File: config.mk
export PLATFORM = sky130hd
export DESIGN_NAME = vfcc_cordic
export DESIGN_NICKNAME = d
export VERILOG_FILES = /design/src/vfcc_pkg.sv /design/src/vfcc_cordic.sv
export SDC_FILE = /design/constraint.sdc
export NUM_CORES = 1
export LEC_CHECK = 0
export BUFFER_PORTS_ARGS = -buffer_cell sky130_fd_sc_hd__buf_2
export CAP_MARGIN = 20
export CORE_MARGIN = 1
export CORE_UTILIZATION = 50
export CTS_BUF_LIST = sky130_fd_sc_hd__clkbuf_8
export DETAILED_ROUTE_END_ITERATION = 6
export GPL_TIMING_DRIVEN = 1
export PLACE_DENSITY = 0.76
export SLEW_MARGIN = 20
export SYNTH_ARGS = -nofsm -noshare
export SYNTH_HDL_FRONTEND = slang
export SYNTH_SLANG_ARGS = --single-unit
File: constraint.sdc
create_clock -name clock -period 6.73 [get_ports clock]
set_input_delay 0.3365 -clock clock [delete_from_list [all_inputs] [get_ports clock]]
set_output_delay 0.3365 -clock clock [all_outputs]
set_load 0.01 [all_outputs]
File: src/vfcc_pkg.sv
// Shared types and constants for the footprint collision check core.
// No dependencies.
package vfcc_pkg;

   localparam int CORDIC_STEPS = 14;
   localparam int ITER_W       = 4;
   localparam int CX_W         = 20;   // CORDIC x/y datapath
   localparam int ANG_W        = 18;   // angles, 2^-13 rad units
   localparam int TRIG_W       = 16;   // clamped Q1.14

   localparam logic signed [CX_W-1:0]  CORDIC_GAIN  = 20'sd9949;
   localparam logic signed [CX_W-1:0]  TRIG_ONE     = 20'sd16384;
   localparam logic signed [ANG_W-1:0] HALF_TURN    = 18'sd25736;
   localparam logic signed [ANG_W-1:0] FULL_TURN    = 18'sd51472;
   localparam logic signed [ANG_W-1:0] QUARTER_TURN = 18'sd12868;

   localparam logic [3:0] NUM_POINTS = 4'd10;
   localparam logic [3:0] LAST_POINT = 4'd9;

   localparam logic OP_WRITE = 1'b0;
   localparam logic OP_CHECK = 1'b1;

   localparam int CSR_IDX_W  = 4;
   localparam int CSR_DATA_W = 8;
   localparam logic [CSR_IDX_W-1:0]  REG_LENGTH   = 4'd0;
   localparam logic [CSR_IDX_W-1:0]  REG_WIDTH    = 4'd1;
   localparam logic [CSR_DATA_W-1:0] LENGTH_RESET = 8'd40;
   localparam logic [CSR_DATA_W-1:0] WIDTH_RESET  = 8'd20;

   typedef struct packed {
      logic               opcode;
      logic [9:0]         cell_row;
      logic [10:0]        cell_col;
      logic               cell_occupied;
      logic [13:0]        pose_row;
      logic [14:0]        pose_col;
      logic signed [15:0] heading;
   } req_payload_type;

   typedef struct packed {
      logic       is_free;
      logic [3:0] first_blocked_point;
      logic       outside_map;
   } rsp_payload_type;

   typedef struct packed {
      logic start;
      logic vectoring;
   } cordic_cmd_type;

   // arctangent table, rounded to nearest, 2^-13 rad units
   function automatic logic signed [ANG_W-1:0] atan_entry(input logic [ITER_W-1:0] idx);
      logic signed [ANG_W-1:0] v;
      case (idx)
         4'd0:    v = 18'sd6434;
         4'd1:    v = 18'sd3798;
         4'd2:    v = 18'sd2007;
         4'd3:    v = 18'sd1019;
         4'd4:    v = 18'sd511;
         4'd5:    v = 18'sd256;
         4'd6:    v = 18'sd128;
         4'd7:    v = 18'sd64;
         4'd8:    v = 18'sd32;
         4'd9:    v = 18'sd16;
         4'd10:   v = 18'sd8;
         4'd11:   v = 18'sd4;
         4'd12:   v = 18'sd2;
         4'd13:   v = 18'sd1;
         default: v = 18'sd0;
      endcase
      return v;
   endfunction

endpackage

File: src/vfcc_cordic.sv
// Iterative CORDIC, one micro-rotation per cycle, rotation or vectoring mode.
// Depends on vfcc_pkg.
module vfcc_cordic (
   input  logic                                  clock,
   input  logic                                  reset,
   input  vfcc_pkg::cordic_cmd_type              cmd,
   input  logic signed [vfcc_pkg::CX_W-1:0]      x_init,
   input  logic signed [vfcc_pkg::CX_W-1:0]      y_init,
   input  logic signed [vfcc_pkg::ANG_W-1:0]     z_init,
   output logic signed [vfcc_pkg::CX_W-1:0]      x_out,
   output logic signed [vfcc_pkg::CX_W-1:0]      y_out,
   output logic signed [vfcc_pkg::ANG_W-1:0]     z_out,
   output logic                                  done
);
   import vfcc_pkg::*;

   logic                     busy_ff, busy_in;
   logic                     done_ff, done_in;
   logic                     vec_ff, vec_in;
   logic [ITER_W-1:0]        iter_ff, iter_in;
   logic signed [CX_W-1:0]   x_ff, x_in, y_ff, y_in;
   logic signed [ANG_W-1:0]  z_ff, z_in;
   logic signed [CX_W-1:0]   x_sh, y_sh;
   logic signed [ANG_W-1:0]  at;
   logic                     neg_dir;

   always_comb begin
      x_sh = x_ff >>> iter_ff;
      y_sh = y_ff >>> iter_ff;
      at   = atan_entry(iter_ff);
      // vectoring drives y to zero, rotation drives z to zero
      neg_dir = vec_ff ? ~y_ff[CX_W-1] : z_ff[ANG_W-1];

      busy_in = busy_ff;
      done_in = 1'b0;
      vec_in  = vec_ff;
      iter_in = iter_ff;
      x_in    = x_ff;
      y_in    = y_ff;
      z_in    = z_ff;
      if (cmd.start) begin
         busy_in = 1'b1;
         vec_in  = cmd.vectoring;
         iter_in = '0;
         x_in    = x_init;
         y_in    = y_init;
         z_in    = z_init;
      end else if (busy_ff) begin
         x_in    = neg_dir ? x_ff + y_sh : x_ff - y_sh;
         y_in    = neg_dir ? y_ff - x_sh : y_ff + x_sh;
         z_in    = neg_dir ? z_ff + at : z_ff - at;
         iter_in = iter_ff + 1'b1;
         if (iter_ff == ITER_W'(CORDIC_STEPS - 1)) begin
            busy_in = 1'b0;
            done_in = 1'b1;
         end
      end
   end

   always_ff @(posedge clock) begin
      if (reset) begin
         busy_ff <= 1'b0;
         done_ff <= 1'b0;
      end else begin
         busy_ff <= busy_in;
         done_ff <= done_in;
      end
   end

   always_ff @(posedge clock) begin
      vec_ff  <= vec_in;
      iter_ff <= iter_in;
      x_ff    <= x_in;
      y_ff    <= y_in;
      z_ff    <= z_in;
   end

   assign x_out = x_ff;
   assign y_out = y_ff;
   assign z_out = z_ff;
   assign done  = done_ff;

endmodule

==> impl_metrics.env <==
export IMPL_status="completed"
export IMPL_grt_usage=0.259
export IMPL_avgSynthCellArea_um2=8.92
export IMPL_die_y_um=134
export IMPL_layout_common_cells="119 x buf_2, 115 x nand2_1, 89 x o21ai_0"
export IMPL_die_x_um=134
export IMPL_skew_ns=0.0194
export IMPL_antennaDiodeCount=0
export IMPL_worstSetupPathType="register to register"
export IMPL_slew_viol_final=0
export IMPL_drt_iter0_drc=690
export IMPL_startpoint="iter_ff[3]$_SDFFE_PP0P_"
export IMPL_crit_chain="mux2_2 > mux4_2 > o21ai_0 > ha_1 > inv_1 > nor3_1 > nand3_1 > o21ai_0 > xnor2_1 > ha_1 > a21oi_1 > or3b_2 > o221ai_1 > o211ai_1 > a41oi_1 > o21ai_0 > and3_1 > o31ai_1"
export IMPL_critical_path_max_stage_delay_ns=1.06
export IMPL_hold_violations=0
export IMPL_path_depth=18
export IMPL_tightest_slew_ns=1.11
export IMPL_crit_required_ns=6.94
export IMPL_worst_skew_pair_late_latency_ns=0.39
export IMPL_crit_buf_inv=1
export IMPL_routed_wl_um=23000
export IMPL_final_common_cell="buf_2"
export IMPL_die_area_mm2=0.0179
export IMPL_avgViaCountPerCell=5.99
export IMPL_ys_warnings_count=0
export IMPL_postCtsSetupRepairBufs=0
export IMPL_synthCells=972
export IMPL_initial_utilization=0.518
export IMPL_cap_violations=0
export IMPL_crit_family="compound AO/OA/AOI/OAI gates"
export IMPL_crit_path_frequent_cell="o21ai_0"
export IMPL_pin_count=121
export IMPL_final_setup_viol_count=0
export IMPL_crit_path_start_kind="register"
export IMPL_port_buffers=120
export IMPL_rsz0062_at_grt="no"
export IMPL_dr_pass1_iters=6
export IMPL_syn_nets=1105
export IMPL_synth_area_mm2=0.00867
export IMPL_area_delta_synth_final_pct=10.4
export IMPL_timing_rr_end="x_out[19]$_DFFE_PP_"
export IMPL_async_flop_share=0
export IMPL_nets=1197
export IMPL_endpoint_kind="register"
export IMPL_cp_slowest_cell="dfxtp_1"
export IMPL_fin_setup_tns_ns=0
export IMPL_reg2reg_depth=18
export IMPL_hpwl_um=17300
export IMPL_cts_resized=0
export IMPL_cts_root_buf="clkbuf_8"
export IMPL_coreArea_mm2=0.0168
export IMPL_grt_pass1_vias=7220
export IMPL_path_clk_slew_ns=0.09
export IMPL_grt_max_degree=63
export IMPL_cp_max_fo=27
export IMPL_cts_path_max_buffers=2
export IMPL_synthFlopType="edfxtp_1"
export IMPL_ys_seq_area_frac=0.248
export IMPL_layout_drive_gt1_share=0.209
export IMPL_worstHoldPathType="input port to register"
export IMPL_critPathArrivalTime_ns=5.95
export IMPL_gp_congestion=0.937
export IMPL_min_from="reset"
export IMPL_fmax_mhz=174
export IMPL_overflow=0
export IMPL_cts_inserted_buffers=9
export IMPL_ant_nets=0
export IMPL_synth_cell_types=71
export IMPL_antenna_found_initial=0
export IMPL_synth_edf_count=59
export IMPL_wl_per_cell_um=17.8
export IMPL_tritoncts="built"
export IMPL_htreeDepth=3
export IMPL_max_slew_margin=0.260
export IMPL_reg2reg_slack_ns=0.98
export IMPL_grt_pass1_wl_um=36600
export IMPL_ys_seq_elements=78
export IMPL_cts_sinks=78
export IMPL_num_vias=7718
export IMPL_postCtsHoldBufs=0
export IMPL_min_period_ns=5.75
export IMPL_drcViolationCount=0
export IMPL_r2r_start="iter_ff[3]$_SDFFE_PP0P_"
export IMPL_fin_crit_sh=0.854
export IMPL_cp_endpoint="x_out[19]$_DFFE_PP_"
export IMPL_rows=47
[per-stage QoR]
stage | instances | hold slack [ns] | setup WS, ns | cell area, um2 | utilization
global route | 1289 | 0.126 | 0.617 | 9580 | 0.572
floorplan | 972 | 0.409 | 1.72 | 8670 | -
CTS | 1289 | 0.107 | 1.05 | 9580 | 0.571
finish | 1289 | 0.124 | 0.985 | 9580 | 0.572
global placement | 1273 | 0.536 | 1.26 | 9390 | 0.560
detailed placement | 1273 | 0.526 | 1.07 | 9390 | 0.560
[logic make-up (layout without fill, tap and decap cells)]
logic type / Yosys count / in the layout / synth area share
multiplexers: 95 / 95 / 0.161
buffers and inverters: 76 / 173 / 0.0395
XOR/XNOR: 95 / 95 / 0.0975
adder cells (fa/ha/maj): 71 / 71 / 0.105
flip-flops: 78 / 78 / 0.248
AND/OR/NAND/NOR: 288 / 288 / 0.154
AO/OA/AOI/OAI: 269 / 269 / 0.194
[flip-flops by register name, summed over array words and instances (netlist names)]
register and cells:
x_out 20, y_out 20, z_out 18, at 13
iter_ff 4, busy_ff 1, done 1, vec_ff 1
[Yosys cell counts (9+ instances only)]
library cell / count / area share
inv_1: 26 / 0.011
a21oi_1: 66 / 0.038
buf_1: 10 / 0.0043
xnor2_1: 50 / 0.050
a21o_1: 15 / 0.013
a31oi_1: 9 / 0.0065
o21a_1: 10 / 0.0087
mux2i_1: 36 / 0.042
a211o_1: 9 / 0.0091
nand3_1: 19 / 0.011
nor3_1: 32 / 0.018
mux4_2: 33 / 0.086
edfxtp_1: 59 / 0.20
mux2_2: 25 / 0.032
xor2_1: 44 / 0.044
nor2_1: 60 / 0.026
ha_1: 68 / 0.098
clkbuf_1: 25 / 0.011
o21ai_0: 89 / 0.051
nand2b_1: 14 / 0.010
o31ai_1: 14 / 0.012
nand2_1: 115 / 0.050
dfxtp_1: 19 / 0.044
[worst register-to-register path: cells and delay by family (launching register included)]
family | cells | cell delay [ns]
compound gates | 8 | 1.75
simple gates | 4 | 1.14
flops | 1 | 1.06
mux | 2 | 0.92
fa+ha+maj | 2 | 0.53
xor+xnor | 1 | 0.14
buf+inv | 1 | 0.04
[cell type report]
type                       instances  area (um2)
fill                            1556        7180
sequential                        78        2150
timing repair buffer             130         678
clock buffer                      11         151
inverter                          27         101
multi-input combinational        818        6190
clock inverter                     5        32.5
tap                              220         275
[metal layers]
layer / GRT usage / vias up / share of wire
met3: 0.0392 / 38 / 0.069
met1: 0.355 / 3568 / 0.45
met5: 0 / - / 0
met2: 0.412 / 308 / 0.46
li1: - / 3804 / -
met4: 0.0915 / 0 / 0.022
[worst min-delay path by stage]
stage,endpoint,slack [ns],cells after the start
finish,busy_ff$_SDFF_PP0_,0.12,2
global route,busy_ff$_SDFF_PP0_,0.13,2
CTS,busy_ff$_SDFF_PP0_,0.11,2
detailed placement,busy_ff$_SDFF_PP0_,0.53,2
global placement,busy_ff$_SDFF_PP0_,0.54,2
floorplan,busy_ff$_SDFF_PP0_,0.41,1
Power is left out: the tool's default activity adds up to more than one toggle a clock period on the data nets, which glitch-free logic cannot reach.
