File: config.mk
export PLATFORM = sky130hd
export DESIGN_NAME = vfcc_isqrt
export DESIGN_NICKNAME = d
export VERILOG_FILES = /design/src/vfcc_pkg.sv /design/src/vfcc_isqrt.sv
export SDC_FILE = /design/constraint.sdc
export NUM_CORES = 1
export LEC_CHECK = 0
export ABC_AREA = 1
export BUFFER_PORTS_ARGS = -buffer_cell sky130_fd_sc_hd__clkbuf_2
export CAP_MARGIN = 20
export CORE_MARGIN = 3
export CORE_UTILIZATION = 40
export DETAILED_ROUTE_END_ITERATION = 8
export GPL_TIMING_DRIVEN = 0
export PLACE_DENSITY_LB_ADDON = 0.05
export SKIP_LAST_GASP = 1
export SLEW_MARGIN = 20
export SYNTH_ARGS = -nofsm -noshare
export SYNTH_HDL_FRONTEND = slang
export SYNTH_SLANG_ARGS = --single-unit
File: constraint.sdc
create_clock -name clock -period 7.1 [get_ports clock]
set_input_delay 0.71 -clock clock [delete_from_list [all_inputs] [get_ports clock]]
set_output_delay 0.71 -clock clock [all_outputs]
set_load 0.01 [all_outputs]
File: src/vfcc_pkg.sv
// Shared types and constants for the footprint collision check core.
// No dependencies.
package vfcc_pkg;

   localparam int CORDIC_STEPS = 14;
   localparam int ITER_W       = 4;
   localparam int CX_W         = 20;   // CORDIC x/y datapath
   localparam int ANG_W        = 18;   // angles, 2^-13 rad units
   localparam int TRIG_W       = 16;   // clamped Q1.14

   localparam logic signed [CX_W-1:0]  CORDIC_GAIN  = 20'sd9949;
   localparam logic signed [CX_W-1:0]  TRIG_ONE     = 20'sd16384;
   localparam logic signed [ANG_W-1:0] HALF_TURN    = 18'sd25736;
   localparam logic signed [ANG_W-1:0] FULL_TURN    = 18'sd51472;
   localparam logic signed [ANG_W-1:0] QUARTER_TURN = 18'sd12868;

   localparam logic [3:0] NUM_POINTS = 4'd10;
   localparam logic [3:0] LAST_POINT = 4'd9;

   localparam logic OP_WRITE = 1'b0;
   localparam logic OP_CHECK = 1'b1;

   localparam int CSR_IDX_W  = 4;
   localparam int CSR_DATA_W = 8;
   localparam logic [CSR_IDX_W-1:0]  REG_LENGTH   = 4'd0;
   localparam logic [CSR_IDX_W-1:0]  REG_WIDTH    = 4'd1;
   localparam logic [CSR_DATA_W-1:0] LENGTH_RESET = 8'd40;
   localparam logic [CSR_DATA_W-1:0] WIDTH_RESET  = 8'd20;

   typedef struct packed {
      logic               opcode;
      logic [9:0]         cell_row;
      logic [10:0]        cell_col;
      logic               cell_occupied;
      logic [13:0]        pose_row;
      logic [14:0]        pose_col;
      logic signed [15:0] heading;
   } req_payload_type;

   typedef struct packed {
      logic       is_free;
      logic [3:0] first_blocked_point;
      logic       outside_map;
   } rsp_payload_type;

   typedef struct packed {
      logic start;
      logic vectoring;
   } cordic_cmd_type;

   // arctangent table, rounded to nearest, 2^-13 rad units
   function automatic logic signed [ANG_W-1:0] atan_entry(input logic [ITER_W-1:0] idx);
      logic signed [ANG_W-1:0] v;
      case (idx)
         4'd0:    v = 18'sd6434;
         4'd1:    v = 18'sd3798;
         4'd2:    v = 18'sd2007;
         4'd3:    v = 18'sd1019;
         4'd4:    v = 18'sd511;
         4'd5:    v = 18'sd256;
         4'd6:    v = 18'sd128;
         4'd7:    v = 18'sd64;
         4'd8:    v = 18'sd32;
         4'd9:    v = 18'sd16;
         4'd10:   v = 18'sd8;
         4'd11:   v = 18'sd4;
         4'd12:   v = 18'sd2;
         4'd13:   v = 18'sd1;
         default: v = 18'sd0;
      endcase
      return v;
   endfunction

endpackage

File: src/vfcc_isqrt.sv
// Bit-pair restoring integer square root, one result bit per cycle.
// Depends on vfcc_pkg (import only for house style).
module vfcc_isqrt (
   input  logic        clock,
   input  logic        reset,
   input  logic        start,
   input  logic [31:0] radicand,
   output logic [15:0] root,
   output logic        busy
);
   import vfcc_pkg::*;

   logic [31:0] n_ff, n_in;
   logic [31:0] res_ff, res_in;
   logic [31:0] bit_ff, bit_in;
   logic [32:0] trial;

   always_comb begin
      trial  = {1'b0, res_ff} + {1'b0, bit_ff};
      n_in   = n_ff;
      res_in = res_ff;
      bit_in = bit_ff;
      if (start) begin
         n_in   = radicand;
         res_in = '0;
         bit_in = 32'h4000_0000;
      end else if (bit_ff != '0) begin
         if ({1'b0, n_ff} >= trial) begin
            n_in   = n_ff - trial[31:0];
            res_in = (res_ff >> 1) + bit_ff;
         end else begin
            res_in = res_ff >> 1;
         end
         bit_in = bit_ff >> 2;
      end
   end

   always_ff @(posedge clock) begin
      if (reset) begin
         bit_ff <= '0;
      end else begin
         bit_ff <= bit_in;
      end
   end

   always_ff @(posedge clock) begin
      n_ff   <= n_in;
      res_ff <= res_in;
   end

   assign root = res_ff[15:0];
   assign busy = (bit_ff != '0);

endmodule

==> results of run 1 <==
==> worst max path at each step <==
| stage | from | to | cells after the start |
|---|---|---|---|
| 2_1_floorplan | res_ff[4] | n_ff[0] | 23 |
| 3_3_place_gp | res_ff[16] | n_ff[10] | 22 |
| 3_5_place_dp | res_ff[8] | n_ff[10] | 24 |
| 4_1_cts | res_ff[8] | n_ff[13] | 24 |
| 5_1_grt | res_ff[8] | n_ff[13] | 24 |
| 6_report | res_ff[8] | n_ff[13] | 24 |
==> per-layer routing <==
metal | GRT usage (%) | share of wire (%)
met1 | 31.04 | 45
met2 | 43.65 | 48
met3 | 1.818 | 3.4
met4 | 10.06 | 3.8
met5 | 0 | 0
==> power by group through the flow <==
stage          clock network (mW)  logic [mW]  registers (mW)
3_3_place_gp                    0        1.57           0.709
2_1_floorplan                   0        1.17           0.670
5_1_grt                     0.523        1.81           0.707
3_5_place_dp                    0        1.59           0.705
6_report                    0.500        1.61           0.697
4_1_cts                     0.505        1.60           0.695
==> cell type report <==
| class | count | share of cell area (%) |
|---|---|---|
| sequential | 80 | 20.23 |
| inverter | 203 | 8.023 |
| tap | 270 | 3.557 |
| multi-input combinational | 1055 | 58.85 |
| buffer | 48 | 3.109 |
| clock inverter | 5 | 0.4742 |
| clock buffer | 11 | 2.780 |
| timing repair buffer | 52 | 2.977 |
==> flip-flops by register name, indices dropped and copies added (netlist names) <==
| name | cells |
|---|---|
| res_ff | 32 |
| bit_ff | 16 |
| n_ff | 32 |
==> layout by cell type (no fill, tap or decap), types with 16 or more instances in the layout <==
| cell | n |
|---|---|
| edfxtp_1 | 32 |
| ha_1 | 66 |
| clkbuf_2 | 51 |
| buf_4 | 19 |
| nand4_1 | 16 |
| inv_1 | 202 |
| nor2_1 | 107 |
| xnor2_1 | 27 |
| nand2_1 | 420 |
| nand3_1 | 133 |
| xor2_1 | 26 |
| dfxtp_1 | 48 |
| a21oi_1 | 65 |
| o21ai_0 | 73 |
==> tightest hold or removal path, stage by stage, from the launching register on <==
cell and delay, ns:
dfxtp_1 0.34, nand2_1 0.06, o21ai_1 0.05
==> stage by stage <==
stage	area [um2]	total power, mW
floorplan	8553	1.844
global placement	9146	2.282
detailed placement	9189	2.294
CTS	9498	2.800
global route	9498	3.041
finish	9498	2.808
==> cells in the mapped netlist, types with 6 or more instances <==
cell type / n / share of area, %
xor2_1: 26 / 2.7
nor3_1: 11 / 0.64
edfxtp_1: 32 / 11
nand4_1: 16 / 1.2
clkbuf_1: 13 / 0.57
o21bai_1: 13 / 1.1
nand3_1: 133 / 7.8
ha_1: 66 / 9.7
buf_2: 11 / 0.64
nand2_1: 420 / 18
nand2_2: 7 / 0.51
dfxtp_1: 48 / 11
inv_1: 202 / 8.9
or2_2: 11 / 0.80
xnor2_1: 27 / 2.8
o21ai_0: 73 / 4.3
nand3b_1: 11 / 0.97
o21ai_1: 15 / 0.88
a21oi_1: 65 / 3.8
buf_4: 19 / 1.7
nor4_1: 6 / 0.44
nor2_1: 107 / 4.7
nor2_2: 8 / 0.59
==> cells by family after synthesis <==
family / count (synthesis)
AO/OA/AOI/OAI: 194
adder cells (fa/ha/maj): 67
flip-flops: 80
buffers and inverters: 251
XOR/XNOR: 53
AND/OR/NAND/NOR: 741
==> key figures, run 1 <==
Worst setup path
  • Critical Path Fanout Max: 20
  • Crit-path slowest cell: a31oi_4
  • Flop2flop setup slack: approximately 2 ns
  • Largest stage delay, worst path: 0.58 ns
  • Setup crit start kind: register
  • CP Class: register to register
  • Buf/Inv on CP: 3
  • Crit path top cell by count: nand2_1
  • WP data arrival: around 5 ns
  • Family with the most delay on the worst path: simple AND/OR/NAND/NOR gates
  • Critical path required time: 7.16 ns
  • Crit. End Element: register
  • R2R cell count: 24
  • Worst R2R End: n_ff[13]
  • CP Cell Sequence: ha_1, nand2_1, o21ai_0, inv_1, o21ai_0, nand2_1, nand3b_1, a21o_1, nand2_1, nand3_1, nand2_1, ha_1, nand2_1, nor2_2, nand2_1, nor2_1, nand2_1, nand3_1, nand2_1, nand2_2, nand2_4, buf_2, a31oi_4, buf_16
  • Reg2Reg Launch Point: res_ff[8]

Timing
  • Hold WS: approximately 0.49 ns
  • Fin. max-slew vios: 0
  • Min cycle time layout: 5.049 ns
  • F_max: roughly 200 MHz
  • Final hold vios: 0
  • Slew Limit Headroom: a little under two fifths
  • Clk_skew: 0.01221 ns
  • RSZ-0062 raised after global routing: false
  • Final Worst Setup Slack: about 2.1 ns
  • Tightest Pin Transition: between 0.9 and 1 ns
  • Setup tns final: 0 ns
  • Endpoints failing setup: 0
  • Tcrit/Tclk final: slightly above 70%

Hold path
  • Worst hold stages: 2
  • Min-Delay Startpoint: res_ff[0]
  • Hold Path Class: register to register
  • Hold Path End: res_ff[0]

Global route
  • Largest net degree at the start of global routing: 21
  • Vias in the first global route: ~8.7k
  • Grt total ovfl: 0
  • Initial antenna violation count: 0
  • Global-route wire length before repair: ~46000 um
  • Global Route Usage Sum: between 20% and 30%

Yosys
  • Post-synth EDFFs: 32
  • Post-Synthesis Cell Area: between 0.008 and 0.009 mm2
  • Ys Warns: 0
  • Post-Synth XOR/XNOR Area: around 5.4%
  • Post-synthesis register bit count: 80
  • Post-synthesis mux area share: 0%
  • Synth Area in Adders: slightly below 10%
  • Post-synth top flop: dfxtp_1
  • Post-synth ARST share: 0%
  • Synth Area per Inst: 6.171 um2
  • Sequential area share after synthesis: 22.47%
  • Cells after Synth: 1386
  • Compound-Gate Fraction of Synth Area: between 10% and 20%
  • Synthesized net count: around 1.5k
  • Main combinational cell family by area after synthesis: simple AND/OR/NAND/NOR gates
  • Synth Area in Simple Gates: between 30% and 40%
  • Synth unique cells: 47

Pwr
  • Cell-internal power: 1.462 mW
  • Leak Pwr: ~4.6 nW
  • Pwr dens: 295.6 mW/mm2
  • Combinational share of power: roughly 57%
  • Register share of total power: 24.8%
  • Peak VDD IR: between 0.1 and 0.15 mV
  • Switching Share: between 40 and 50%
  • Sw power: about 1.3 mW
  • Clock power frac: 17.8%

Clock network
  • Clock slew seen by the registers of the worst setup and hold paths: about 0.080 ns
  • Post-CTS sizing: 0
  • Num CTS Buffers: 9
  • CTS Hold Buffers Added: 0
  • Setup Fix Bufs, Post-CTS: 0
  • CTS max path bufs: 2
  • Clk_lat worst skew: ~0.36 ns
  • Clock Sinks: 80
  • Number of H-tree levels: 3
  • CTS tree: done
  • Root buf cell: clkbuf_16

Detailed routing
  • Antenna viol nets, final: 0
  • Vias: between 8k and 9k
  • Wirelength per Cell: approximately 17 um
  • Pre-antenna DRT Iters: 5
  • WL final: between 20000 and 30000 um
  • Iteration-0 DRC count of the detailed router: 594
  • DRC Markers: 0
  • Via/cell ratio: 5.117

Floorplanning
  • Die Width: around 150 um
  • Area of the core: just over 0.02 mm2
  • Die area: 0.02317 mm2
  • Io pins: between 50 and 60
  • # rows: 52
  • Starting density of the core: ~41%
  • Die Ht: about 150 um

Finish
  • Reg area: ~0.0019 mm2
  • Ratio of cells with drive above 1 in the final layout: under 10%
  • Final non-filler cell total: 1724
  • Final net count: ~1.6k
  • Fillers: between 2k and 2.5k
  • Diodes inserted: 0
  • Area of the multi-input gates: between 0.005 and 0.006 mm2
  • Area Overhead vs Synth: 11.04%
  • Final core utilization: a little under half

Placed design
  • Placed wire-length estimate: 23850 um
  • Input/output buffers: slightly above 50
  • DP Cell Count: approximately 1.7k
  • GP Congestion: about 0.97
  • Pre-CTS WS: slightly above 2 ns

Flow run
  • Max-cap violations: 0

Outcome
  • Outcome: completed
(Power assumes the default switching activity.)
==> run 2: changes to the inputs <==
clock period = 5.2 ns   (was 7.1 ns; I/O delays follow)
==> key figures, run 2 (synthesis gave the netlist of run 1 again) <==
Placed design
  • Placed wire-length estimate: 23880 um (+0.12%)
  • Input/output buffers: 51 (unchanged)
  • GP Congestion: 0.9134 (-5.4%)
  • DP Cell Count: 1708 (unchanged)

Finish
  • Final non-filler cell total: 1727 (+0.17%)
  • Biggest registers after layout: n_ff: 32 flops, res_ff: 32 flops, bit_ff: 16 flops
  • Final net count: 1554 (+0.19%)
  • Commonest non-fill, non-tap cell in the layout: nand2_1
  • Diodes inserted: 0 (unchanged)
  • Area Overhead vs Synth: 11.54%
  • Fillers: 2285 (-0.17%)
  • Commonest cells after routing, fill and taps aside: nand2_1 (420), inv_1 (202), nand3_1 (133)
  • Ratio of cells with drive above 1 in the final layout: 9.677% (+0.19 points)

Clock network
  • Post-CTS sizing: 0 (unchanged)
  • Num CTS Buffers: 9 (unchanged)
  • Clock Sinks: 80 (unchanged)
  • Root buf cell: clkbuf_16
  • CTS tree: done
  • CTS max path bufs: 2 (unchanged)
  • Clk_lat worst skew: 0.36 ns (about the same)
  • Number of H-tree levels: 3 (unchanged)
  • Clock slew seen by the registers of the worst setup and hold paths: 0.07 ns (about the same)

Pwr
  • Sw power: 1.837 mW (+37%)
  • Peak VDD IR: 0.1793 mV (+28%)
  • Cell-internal power: 2.019 mW (+38%)
  • Register share of total power: 24.7% (about the same)
  • Pwr dens: 404.2 mW/mm2 (+37%)
  • Clock power frac: 17.8% (about the same)
  • Combinational share of power: 57.5% (about the same)
  • Leak Pwr: 4.581 nW (+0.59%)
  • Total power: 3.856 mW (+37%)
  • Switching Share: 47.64% (-0.28 points)

Detailed routing
  • Wirelength per Cell: 16.73 um (-0.35%)
  • WL final: 28890 um (-0.17%)
  • Via/cell ratio: 5.104 (-0.26%)
  • Vias: 8814 (-0.091%)
  • DRC Markers: 0 (unchanged)
  • Iteration-0 DRC count of the detailed router: 429 (-28%)
  • Antenna viol nets, final: 0 (unchanged)
  • Pre-antenna DRT Iters: 5 (unchanged)

Floorplanning
  • # rows: 52 (unchanged)
  • Io pins: 52 (unchanged)
  • Die Ht: 152.2 um (unchanged)
  • Die area: 0.02317 mm2 (unchanged)
  • Area of the core: 0.02062 mm2 (unchanged)
  • Die Width: 152.2 um (unchanged)
  • Starting density of the core: 41.47% (unchanged)

Worst setup path
  • Reg2Reg Launch Point: res_ff[16]
  • Setup crit start kind: register
  • WP data arrival: 4.82 ns (-0.29 ns)
  • Critical Path Fanout Max: 21 (+5.0%)
  • CP Class: register to register
  • Critical path required time: 5.26 ns (-1.90 ns)
  • Worst setup startpoint: res_ff[16]
  • Crit. End Element: register

Timing
  • F_max: 210.4 MHz (+6.2%)
  • Tightest Pin Transition: 0.8829 ns (-0.05106 ns)
  • Min cycle time layout: 4.753 ns (-0.2953 ns)
  • Clk_skew: 0.008506 ns (-0.003702 ns)
  • Fin. max-slew vios: 0 (unchanged)
  • Slew Limit Headroom: 41.14% (+3.4 points)
  • Tcrit/Tclk final: 91.41% (+20 points)
  • Final hold vios: 0 (unchanged)
  • Endpoints failing setup: 0 (unchanged)
  • RSZ-0062 raised after global routing: false

Global route
  • Global-route wire length before repair: 45750 um (+0.49%)
  • Grt total ovfl: 0 (unchanged)
  • Largest net degree at the start of global routing: 22 (+4.8%)
  • Vias in the first global route: 8659 (-0.82%)
  • Initial antenna violation count: 0 (unchanged)
  • Global Route Usage Sum: 24.78% (+0.14 points)

Flow run
  • Max-cap violations: 0 (unchanged)

Outcome
  • Outcome: completed

Hold path
  • Hold Path Class: primary input to register
  • Min-Delay Startpoint: reset
## run 2: per-layer routing
metal	GRT usage (%)	up-vias	share of wire, %
li1	-	4608	-
met1	31.54	3974	45
met3	2.045	50	3.6
met2	43.52	182	48
met4	9.717	0	3.5
met5	0	-	0
## run 2: worst paths after layout
| kind | to | slack (ns) | cells past startpoint |
|---|---|---|---|
| max reg2reg | n_ff[15] | 0.45 | 20 |
| min reg2reg | bit_ff[8] | 0.49 | 2 |
| max | n_ff[15] | 0.45 | 20 |
| min | bit_ff[30] | 0.38 | 2 |
## run 2: through the flow
step           setup TNS (ns)  hold slack [ns]  setup WS (ns)  util, %  area [um2]
5_1_grt                     0           0.3864        0.06018    46.26        9540
3_5_place_dp                0           0.4834         0.1558    44.55        9189
2_1_floorplan               0           0.4415         0.7269        -        8559
3_3_place_gp           -27.84           0.4819        -0.8750    44.38        9153
4_1_cts                     0           0.3792         0.1299    46.03        9493
6_report                    0           0.3765         0.4466    46.26        9540
## run 2: worst max-delay path, cell delays in order (launching register included)
cell and delay, ns:
dfxtp_1 0.39, ha_1 0.44, nand2_1 0.13, o21ai_0 0.29, inv_1 0.09, o21bai_1 0.26
nand3b_1 0.24, a21o_1 0.17, nand2_1 0.08, nand3_1 0.07, nand2_1 0.10, ha_1 0.37
nand2_1 0.12, nor2_1 0.16, inv_1 0.07, nor3_1 0.40, nand3_4 0.24, buf_2 0.26
a31oi_4 0.20, buf_12 0.16, buf_16 0.16
## run 2: final cells by class
type / instances / area [um2] / share of cell area [%]
multi-input combinational: 1055 / 5589 / 58.58
buffer: 48 / 295.3 / 3.095
clock buffer: 9 / 225.2 / 2.361
sequential: 80 / 1922 / 20.14
inverter: 203 / 762.0 / 7.987
tap: 270 / 337.8 / 3.541
timing repair buffer: 55 / 330.3 / 3.462
clock inverter: 7 / 78.83 / 0.8262
## run 2: repair_timing
action                                  4_1_cts  5_1_grt
hold buffers                                  0        0
setup buffers                                 0        3
endpoints found under the setup margin        0       32
## run 2: power groups by stage
stage | clock (mW) | sequential (mW) | combinational (mW)
floorplan | 0 | 0.913 | 1.60
global route | 0.718 | 0.968 | 2.49
CTS | 0.702 | 0.951 | 2.19
detailed placement | 0 | 0.965 | 2.18
global placement | 0 | 0.969 | 2.16
finish | 0.688 | 0.951 | 2.22
